`config.mk`:
```
export PLATFORM = sky130hd
export DESIGN_NAME = rotate_xor_add_prng_bounded
export DESIGN_NICKNAME = d
export VERILOG_FILES = /design/src/hw/rtl/rxap_pkg.sv /design/src/hw/rtl/rxap_div.sv /design/src/hw/rtl/rxap_dp.sv /design/src/hw/rtl/rxap_ctrl.sv /design/src/hw/rtl/rotate_xor_add_prng_bounded.sv
export SDC_FILE = /design/constraint.sdc
export NUM_CORES = 1
export LEC_CHECK = 0
export BUFFER_PORTS_ARGS = -buffer_cell sky130_fd_sc_hd__buf_2
export CORE_MARGIN = 3
export CORE_UTILIZATION = 50
export CTS_BUF_LIST = sky130_fd_sc_hd__clkbuf_2
export DETAILED_ROUTE_END_ITERATION = 6
export PLACE_DENSITY = 0.67
export SYNTH_ARGS = -nofsm -noshare
export SYNTH_HDL_FRONTEND = slang
export SYNTH_HIERARCHICAL = 1
export SYNTH_SLANG_ARGS = --single-unit
```
`constraint.sdc`:
```
create_clock -name clk -period 10.6 [get_ports clk]
set_input_delay 1.59 -clock clk [delete_from_list [all_inputs] [get_ports clk]]
set_output_delay 1.59 -clock clk [all_outputs]
set_load 0.005 [all_outputs]
```
`src/hw/rtl/rxap_pkg.sv`:
```
`timescale 1ns / 1ps

package rxap_pkg;

	localparam int unsigned WORD_W = 32;
	localparam logic [WORD_W-1:0] MIX_CONST = 32'h1234_567F;
	localparam logic [WORD_W-1:0] ALL_ONES = '1;
	localparam int unsigned RETRY_LIMIT = 256;
	localparam int unsigned TRIES_W = $clog2(RETRY_LIMIT);
	localparam logic [TRIES_W-1:0] TRIES_LAST = TRIES_W'(RETRY_LIMIT - 1);

	localparam logic [1:0] CMD_RAW = 2'd0;
	localparam logic [1:0] CMD_BOUNDED = 2'd1;
	localparam logic [1:0] CMD_SEED = 2'd2;

	typedef enum logic [2:0] {
		S_IDLE,
		S_CAPDIV,
		S_DRAW,
		S_MODDIV,
		S_OUT
	} state_t;

	typedef enum logic [1:0] {
		RES_ZERO,
		RES_DRAW,
		RES_MASK,
		RES_REM
	} res_sel_t;

	typedef struct packed {
		logic     load_seed;
		logic     step;
		logic     res_load;
		res_sel_t res_sel;
		logic     bound_load;
		logic     div_start;
		logic     div_sel_ones;
		logic     cap_load;
		logic     out_load;
	} dp_cmd_t;

	typedef struct packed {
		logic bound_lt2;
		logic bound_pow2;
		logic draw_reject;
		logic div_done;
	} dp_sts_t;

endpackage

```
`src/hw/rtl/rxap_div.sv`:
```
`timescale 1ns / 1ps

module rxap_div (
	input  logic                       clk,
	input  logic                       arst_n,
	input  logic                       start,
	input  logic [rxap_pkg::WORD_W-1:0] dividend,
	input  logic [rxap_pkg::WORD_W-1:0] divisor,
	output logic                       done,
	output logic [rxap_pkg::WORD_W-1:0] remainder
);
	import rxap_pkg::*;

	localparam int unsigned CNT_W = $clog2(WORD_W);
	localparam logic [CNT_W-1:0] CNT_LAST = CNT_W'(WORD_W - 1);

	logic [WORD_W-1:0] num_q;
	logic [WORD_W-1:0] rem_q;
	logic [CNT_W-1:0]  cnt_q;
	logic              busy_q;
	logic              done_q;
	logic [WORD_W:0]   trial;
	logic [WORD_W-1:0] rem_nxt;

	always_comb begin
		trial = {rem_q, num_q[WORD_W-1]};
		if (trial >= {1'b0, divisor}) begin
			rem_nxt = WORD_W'(trial - {1'b0, divisor});
		end else begin
			rem_nxt = trial[WORD_W-1:0];
		end
	end

	always_ff @(posedge clk or negedge arst_n) begin
		if (!arst_n) begin
			cnt_q <= '0;
			busy_q <= 1'b0;
			done_q <= 1'b0;
		end else if (start) begin
			cnt_q <= '0;
			busy_q <= 1'b1;
			done_q <= 1'b0;
		end else if (busy_q) begin
			cnt_q <= cnt_q + 1'b1;
			if (cnt_q == CNT_LAST) begin
				busy_q <= 1'b0;
				done_q <= 1'b1;
			end
		end else begin
			done_q <= 1'b0;
		end
	end

	always_ff @(posedge clk) begin
		if (start) begin
			num_q <= dividend;
			rem_q <= '0;
		end else if (busy_q) begin
			num_q <= {num_q[WORD_W-2:0], 1'b0};
			rem_q <= rem_nxt;
		end
	end

	assign done = done_q;
	assign remainder = rem_q;

endmodule

```
`src/hw/rtl/rxap_dp.sv`:
```
`timescale 1ns / 1ps

module rxap_dp (
	input  logic                       clk,
	input  logic                       arst_n,
	input  rxap_pkg::dp_cmd_t          cmd,
	output rxap_pkg::dp_sts_t          sts,
	input  logic [rxap_pkg::WORD_W-1:0] bound,
	input  logic [rxap_pkg::WORD_W-1:0] seed_first,
	input  logic [rxap_pkg::WORD_W-1:0] seed_second,
	output logic [rxap_pkg::WORD_W-1:0] value
);
	import rxap_pkg::*;

	logic [WORD_W-1:0] word_first_q;
	logic [WORD_W-1:0] word_second_q;
	logic [WORD_W-1:0] bound_q;
	logic [WORD_W-1:0] cap_q;
	logic [WORD_W-1:0] res_q;
	logic [WORD_W-1:0] value_q;
	logic [WORD_W-1:0] mixed;
	logic [WORD_W-1:0] next_first;
	logic [WORD_W-1:0] next_second;
	logic [WORD_W-1:0] bound_m1;
	logic [WORD_W-1:0] div_dividend;
	logic [WORD_W-1:0] div_rem;
	logic              div_done;
	logic [WORD_W-1:0] res_nxt;

	always_comb begin
		mixed = word_second_q ^ MIX_CONST;
		next_first = word_first_q + {mixed[6:0], mixed[WORD_W-1:7]};
		next_second = {word_first_q[2:0], word_first_q[WORD_W-1:3]};
		bound_m1 = bound - 1'b1;
		div_dividend = cmd.div_sel_ones ? ALL_ONES : next_second;
		case (cmd.res_sel)
			RES_DRAW: res_nxt = next_second;
			RES_MASK: res_nxt = next_second & bound_m1;
			RES_REM:  res_nxt = div_rem;
			default:  res_nxt = '0;
		endcase
	end

	always_ff @(posedge clk or negedge arst_n) begin
		if (!arst_n) begin
			word_first_q <= '0;
			word_second_q <= '0;
		end else if (cmd.load_seed) begin
			word_first_q <= seed_first;
			word_second_q <= seed_second;
		end else if (cmd.step) begin
			word_first_q <= next_first;
			word_second_q <= next_second;
		end
	end

	always_ff @(posedge clk) begin
		if (cmd.bound_load) begin
			bound_q <= bound;
		end
		if (cmd.cap_load) begin
			cap_q <= ~div_rem - 1'b1;
		end
		if (cmd.res_load) begin
			res_q <= res_nxt;
		end
		if (cmd.out_load) begin
			value_q <= res_q;
		end
	end

	rxap_div u_div (
		.clk       (clk),
		.arst_n    (arst_n),
		.start     (cmd.div_start),
		.dividend  (div_dividend),
		.divisor   (bound_q),
		.done      (div_done),
		.remainder (div_rem)
	);

	assign sts.bound_lt2 = (bound[WORD_W-1:1] == '0);
	assign sts.bound_pow2 = ((bound & bound_m1) == '0);
	assign sts.draw_reject = (next_second > cap_q);
	assign sts.div_done = div_done;
	assign value = value_q;

endmodule

```
`src/hw/rtl/rxap_ctrl.sv`:
```
`timescale 1ns / 1ps

module rxap_ctrl (
	input  logic              clk,
	input  logic              arst_n,
	input  logic              in_valid,
	output logic              in_stall,
	input  logic [1:0]        command,
	output logic              out_valid,
	input  logic              out_stall,
	output rxap_pkg::dp_cmd_t cmd,
	input  rxap_pkg::dp_sts_t sts
);
	import rxap_pkg::*;

	state_t           state_q;
	state_t           state_nxt;
	logic [TRIES_W-1:0] tries_q;
	logic             out_valid_q;

	always_ff @(posedge clk or negedge arst_n) begin
		if (!arst_n) begin
			state_q <= S_IDLE;
			tries_q <= '0;
			out_valid_q <= 1'b0;
		end else begin
			state_q <= state_nxt;
			if (cmd.cap_load) begin
				tries_q <= '0;
			end else if (state_q == S_DRAW) begin
				tries_q <= tries_q + 1'b1;
			end
			if (cmd.out_load) begin
				out_valid_q <= 1'b1;
			end else if (!out_stall) begin
				out_valid_q <= 1'b0;
			end
		end
	end

	always_comb begin
		state_nxt = state_q;
		cmd = '0;
		cmd.res_sel = RES_ZERO;
		unique case (state_q)
			S_IDLE: begin
				if (in_valid) begin
					state_nxt = S_OUT;
					cmd.res_load = 1'b1;
					case (command)
						CMD_RAW: begin
							cmd.step = 1'b1;
							cmd.res_sel = RES_DRAW;
						end
						CMD_BOUNDED: begin
							if (sts.bound_lt2) begin
								cmd.res_sel = RES_ZERO;
							end else if (sts.bound_pow2) begin
								cmd.step = 1'b1;
								cmd.res_sel = RES_MASK;
							end else begin
								cmd.res_load = 1'b0;
								cmd.bound_load = 1'b1;
								cmd.div_start = 1'b1;
								cmd.div_sel_ones = 1'b1;
								state_nxt = S_CAPDIV;
							end
						end
						CMD_SEED: begin
							cmd.load_seed = 1'b1;
						end
						default: begin
							cmd.res_sel = RES_ZERO;
						end
					endcase
				end
			end
			S_CAPDIV: begin
				if (sts.div_done) begin
					cmd.cap_load = 1'b1;
					state_nxt = S_DRAW;
				end
			end
			S_DRAW: begin
				cmd.step = 1'b1;
				if (!sts.draw_reject || tries_q == TRIES_LAST) begin
					cmd.div_start = 1'b1;
					state_nxt = S_MODDIV;
				end
			end
			S_MODDIV: begin
				if (sts.div_done) begin
					cmd.res_load = 1'b1;
					cmd.res_sel = RES_REM;
					state_nxt = S_OUT;
				end
			end
			S_OUT: begin
				if (!out_valid_q || !out_stall) begin
					cmd.out_load = 1'b1;
					state_nxt = S_IDLE;
				end
			end
			default: begin
				state_nxt = S_IDLE;
			end
		endcase
	end

	assign in_stall = (state_q != S_IDLE);
	assign out_valid = out_valid_q;

endmodule

```
`src/hw/rtl/rotate_xor_add_prng_bounded.sv`:
```
`timescale 1ns / 1ps

// Rotate-xor-add random generator with raw, bounded and reseed commands.
// The input channel (in_valid, in_stall) carries command, bound and the two
// seed words; each transfer yields exactly one transfer of value on the
// output channel (out_valid, out_stall), in order.
// A raw draw, a reseed, a bound under two or a power-of-two bound goes from
// the input transfer through S_OUT to output valid, and unless the output
// is held the next item is taken in that same cycle; input stays stalled
// while an item is in progress. Any other bound runs the shared bit-serial
// divider twice, once to find the rejection cap and once for the final
// remainder, with the draws in between; there are at most 256 draws,
// usually one.
// The result sits in an output register, so the block goes back to taking
// input while a finished value waits for the receiver. When the receiver
// stalls with a value still held, the next result waits in the controller
// and input stays stalled until the held value is taken.
// Reset clears both state words to zero and leaves the output empty.
module rotate_xor_add_prng_bounded (
	input  logic        clk,
	input  logic        arst_n,
	input  logic        in_valid,
	output logic        in_stall,
	input  logic [1:0]  command,
	input  logic [31:0] bound,
	input  logic [31:0] seed_first,
	input  logic [31:0] seed_second,
	output logic        out_valid,
	input  logic        out_stall,
	output logic [31:0] value
);
	import rxap_pkg::*;

	dp_cmd_t cmd;
	dp_sts_t sts;

	rxap_ctrl u_ctrl (
		.clk       (clk),
		.arst_n    (arst_n),
		.in_valid  (in_valid),
		.in_stall  (in_stall),
		.command   (command),
		.out_valid (out_valid),
		.out_stall (out_stall),
		.cmd       (cmd),
		.sts       (sts)
	);

	rxap_dp u_dp (
		.clk         (clk),
		.arst_n      (arst_n),
		.cmd         (cmd),
		.sts         (sts),
		.bound       (bound),
		.seed_first  (seed_first),
		.seed_second (seed_second),
		.value       (value)
	);

	a_busy_after_accept: assert property (@(posedge clk) disable iff (!arst_n)
		in_valid && !in_stall |=> in_stall)
		else $error("input taken while an item is still in progress");

	a_out_load_free: assert property (@(posedge clk) disable iff (!arst_n)
		cmd.out_load |-> !out_valid || !out_stall)
		else $error("output register overwritten before its transfer");

	a_div_not_instant: assert property (@(posedge clk) disable iff (!arst_n)
		cmd.div_start |=> !sts.div_done)
		else $error("divider reported done right after start");

endmodule

```
* Word-level counts from Yosys, hierarchy flattened
Index checks and enable logic that the tools add are counted.
Operators by class: add/sub/neg operators 6, multipliers 0, divide/modulo/power cells 0, magnitude comparators 2, equal/unequal tests 18, shift-type cells 0, multiplexer cells 54, bitwise gates (word level) 4, reduce and logical (&&, ||, !) cells 14
Operators by type and width (number):
- 32-bit 2-to-1 mux | 8
- 32-bit case mux with 3 select lines | 1
- 32-bit AND | 2
- 32-bit by 1-bit subtractor with 32-bit output, second input constant | 2
- 3-bit 2-to-1 mux | 12
- 33-bit by 32-bit >= comparator with 1-bit output | 1
- 32-bit adder | 1
- 32-bit > comparator | 1
- 32-bit zero test | 1
- 32-bit NOT | 1
- 32-bit subtractor | 1
- 31-bit zero test | 1
- 8-bit 2-to-1 mux | 3
- 1-bit 2-to-1 mux | 19
- 16-bit NOT | 1
- 3-bit case mux with 5 select lines | 1
- 5-bit 2-to-1 mux | 2
- 8-bit by 1-bit adder with 8-bit output, second input constant | 1
- 8-bit == test, second input constant | 1
- 2-bit by 1-bit != test with 1-bit output, second input constant | 4
- 2-bit == test, second input constant | 3
- 3-bit by 2-bit == test with 1-bit output, second input constant | 2
- 2-bit 2-to-1 mux | 3
- 1-bit case mux with 2 select lines | 3
- 16 further kinds | 23
Word-level totals: bits in registers 275, latch bits 0, RAM bits 0, memory bits (read-only) 0, input bits 102, output and inout bits 34, memories 0

* Depth between registers and ports, before layout
depth in word-level cells 10, mapped depth 20, gate-level depth less buffers 19

* Hierarchy
Netlist, hierarchy kept.
By module, submodules not included:
- rxap_dp | times used 1, cells an instance 1091, area each 11471.0 um^2
- rxap_div | times used 1, cells an instance 523, area each 4972.3 um^2
- rxap_ctrl | times used 1, cells an instance 78, area each 754.5 um^2

* Worst setup path after synthesis
Ideal clock, no wire load.
path kind in2reg, start input port bound[5], end register u_dp.word_second_q[24], arrival 5312 ps, required time 10466 ps, slack 5154 ps, cell stages on the path 18, path buffers 2, cells stage by stage nor3_2 -> nand2b_1 -> or3_4 -> or2_4 -> nor2_4 -> nand2_2 -> or3_1 -> or3_1 -> ha_1 -> nor4_1 -> nand4_1 -> nor2_1 -> a21boi_0 -> o31ai_1 -> clkbuf_1 -> clkbuf_1 -> mux2i_1 -> o21ai_0
RTL lines:
- start: declaration | RTL line rotate_xor_add_prng_bounded.sv:25 | input logic [31:0] bound,
- end signal: assignment | RTL line rxap_dp.sv:50 | word_second_q <= seed_second;
- end signal: assignment | RTL line rxap_dp.sv:53 | word_second_q <= next_second;
- end: declaration | RTL line rxap_dp.sv:16 | logic [WORD_W-1:0] word_second_q;

==> out/metrics.yaml <==
route:
  drc: 0
  first_iter_violations: 1192
  wirelength_mm: 49.8
  ant_nets: 0
  firstDrtPassIters: 5
  wl_per_cell_um: 21.2
  via_per_inst: 5.81
  vias: 13600
critical_path:
  path_max_fanout: 47
  r2r_cells: 13
  cp.arrival_ps: 6170
  crit_path_max_incr_delay_ps: 670
  crit_path_top_delay_cell: "buf_4"
  crit_type: "input pin to flop"
  crit_chain: "buf_2 > nor3_2 > nand2b_1 > or3_4 > nor4_2 > nand2b_1 > nor3_1 > inv_1 > or3_1 > ha_1 > nor4_1 > nand4_1 > nor2_1 > a21boi_0 > o31ai_4 > buf_4 > buf_4 > mux2i_1 > o21ai_0"
  crit_path_start_kind: "input pin"
  worstPathRequired_ps: 11360
  end_kind: "flop"
global_route:
  grt_pass1_wl_mm: 75.9
  grt_pass1_vias: 13300
  grt_max_degree: 114
  track_usage: 0.270
  gr-total-overflow: 0
  grt_antenna_before_repair: 2
job:
  drv_cap: 0
final_layout:
  fill_cells: 3081
  final_util: 0.563
  final_cell_mix: "160 x edfxtp_1, 134 x buf_2, 131 x ha_1"
  areaGrowthSynthToFinish_pct: 10.2
  final_cell_count_no_fill: 2348
  final_layout_size_suffix_gt1_frac: 0.194
  finalNetCount: 2072
  final_common_cell: "edfxtp_1"
  fin_area_um2: 19000
cts:
  cts_resized: 0
  cts_buffers: 74
  root_buffer: "clkbuf_2"
  worstSkewPairLatency_ps: 960
  cts_hold_buf: 0
  clockBufferDepth: 3
  post_cts.repair.setup_buffers: 0
  cts_sinks: 275
  path_clk_slew_ps: 100
  cts_max_level: 3
  cts_tree: "built"
timing:
  fin_crit_sh: 0.510
  clock_skew_ps: 45.0
  finalCriticalPeriod_ps: 5410
  setup_viol: 0
  slew_headroom: 0.229
  whs_ps: 407
  worstMarginPinSlew_ps: 1150
  tns_ps: 0
  hold_viol_final: 0
  grt_setup_unrepaired: "no"
  fin_ws_ps: 5190
  max_freq_ghz: 0.185
  slew_viol_final: 0
synthesis:
  synth-seq-area-share: 0.437
  synth_fp_nets: 1927
  synthArstFlopShare: 0.302
  synth_cells: 1692
  avgSynthCellArea_um2: 10.2
  synth_edf_count: 160
  yosys_register_bits: 275
  yosysWarnings: 6
  synth_flop_cell: "edfxtp_1"
  synth_cell_type_count: 91
  syn_area_um2: 17200
pwr:
  p_sw_mw: 2.63
  combPwrFrac: 0.509
  p_seq_frac: 0.354
  p_leak_nw: 8.15
  p_int_mw: 3.19
  swShare: 0.451
  p_total_mw: 5.82
  vdd_ir_drop_max_mv: 0.128
  power_frac_clock: 0.137
  cellPowerDensity_nw_per_um2: 307
placed_design:
  hpwl_mm: 36.2
  dpl_cell_area_um2: 18200
  post-place-ws_ps: 4300
  globalplace.congestion: 0.937
  place_inst: 2209
  numPortBuffers: 135
die:
  die-height_um: 191
  fp-row-count: 67
  core_um2: 33700
  start_util: 0.510
  dieArea_um2: 36700
  die_x_um: 191
  ios: 136
status:
  status: "finished, final reports clean"
min_path:
  hold_path_class: "flop to flop"
  hold_depth: 0
-- path summary, 6_finish.rpt --
| check | start | end | slack [ps] |
|---|---|---|---|
| max | bound[5] | u_dp/word_second_q[5]$_DFFE_PN0P_ | 5190 |
| max reg2reg | u_dp/word_first_q[4]$_DFFE_PN0P_ | u_dp/u_div/num_q[16]$_DFFE_PP_ | 6320 |
| min reg2reg | u_dp/res_q[16]$_DFFE_PP_ | u_dp/value[16]$_DFFE_PP_ | 410 |
| min | u_dp/res_q[16]$_DFFE_PP_ | u_dp/value[16]$_DFFE_PP_ | 410 |
| min in group asynchronous | arst_n | u_ctrl/tries_q[6]$_DFFE_PN0P_ | 510 |
| max in group asynchronous | arst_n | u_dp/word_second_q[26]$_DFFE_PN0P_ | 8840 |
-- layer usage --
layer  GRT usage  up-vias  share of wire
met1       0.383     6604           0.46
li1            -     6510              -
met5           0        -              0
met2       0.417      449           0.45
met3      0.0567       77          0.063
met4      0.0827        0          0.023
-- cell families after synthesis --
family / synth area share
mux: 0.0706
compound gates: 0.156
simple gates: 0.147
xor+xnor: 0.0448
fa+ha+maj: 0.0976
flops: 0.437
buf+inv: 0.0466
-- area by class of cell --
type                    count  area (um2)  share of cell area
repair buffers            150         791              0.0417
flip-flops and latches    275        7520               0.397
clock inverters            33         195              0.0103
clock buffers             104         520              0.0275
well taps                 448         561              0.0296
diodes                      2        5.00            0.000264
inverters                 112         420              0.0222
multi-input cells        1224        8940               0.472
-- synth_stat cells (16+ instances only) --
master    number  area, um2
edfxtp_1     160       4800
ha_1         131       1640
nand2_1      130        488
nor2_1       121        454
inv_1        112        420
o21ai_0       85        425
a21oi_1       83        415
dfrtp_1       83       2080
mux2i_1       83        831
clkbuf_1      62        233
a22o_1        59        517
xor2_1        47        412
a21o_1        41        308
xnor2_1       41        359
or2_2         36        225
a211oi_1      34        255
nand3_1       33        165
dfxtp_1       32        641
mux2_2        32        360
nand4_1       30        188
or3_1         23        144
nand2b_1      18        113
nor3_1        16       80.1
-- registers in the layout, summed over array words and instances, names as in the netlist --
register and flops:
u_dp/u_div/done 1, u_dp/res_q 32, u_dp/bound_q 32, u_ctrl/tries_q 8, u_dp/cap_q 32, u_ctrl/state_q 3, u_dp/word_first_q 32, u_ctrl/out_valid 1
u_dp/u_div/remainder 32, u_dp/u_div/num_q 32, u_dp/word_second_q 32, u_dp/value 32, u_dp/u_div/busy_q 1, u_dp/u_div/cnt_q 5
-- worst max-delay path, delay by kind of cell --
kind,cells,cell delay [ps]
AND/OR/NAND/NOR,10,2350
buffers and inverters,4,1220
AO/OA/AOI/OAI,3,470
multiplexers,1,280
adder cells (fa/ha/maj),1,190
-- power groups by stage --
| stage | Clock, mW | Combinational, mW | Sequential (mW) |
|---|---|---|---|
| 6_report | 0.800 | 2.96 | 2.06 |
| 5_1_grt | 0.883 | 3.28 | 2.09 |
| 4_1_cts | 0.830 | 2.92 | 2.05 |
| 3_5_place_dp | 0 | 2.90 | 2.07 |
| 3_3_place_gp | 0 | 2.85 | 2.07 |
| 2_1_floorplan | 0 | 2.30 | 1.83 |
Power figures use the tool's default switching activity.
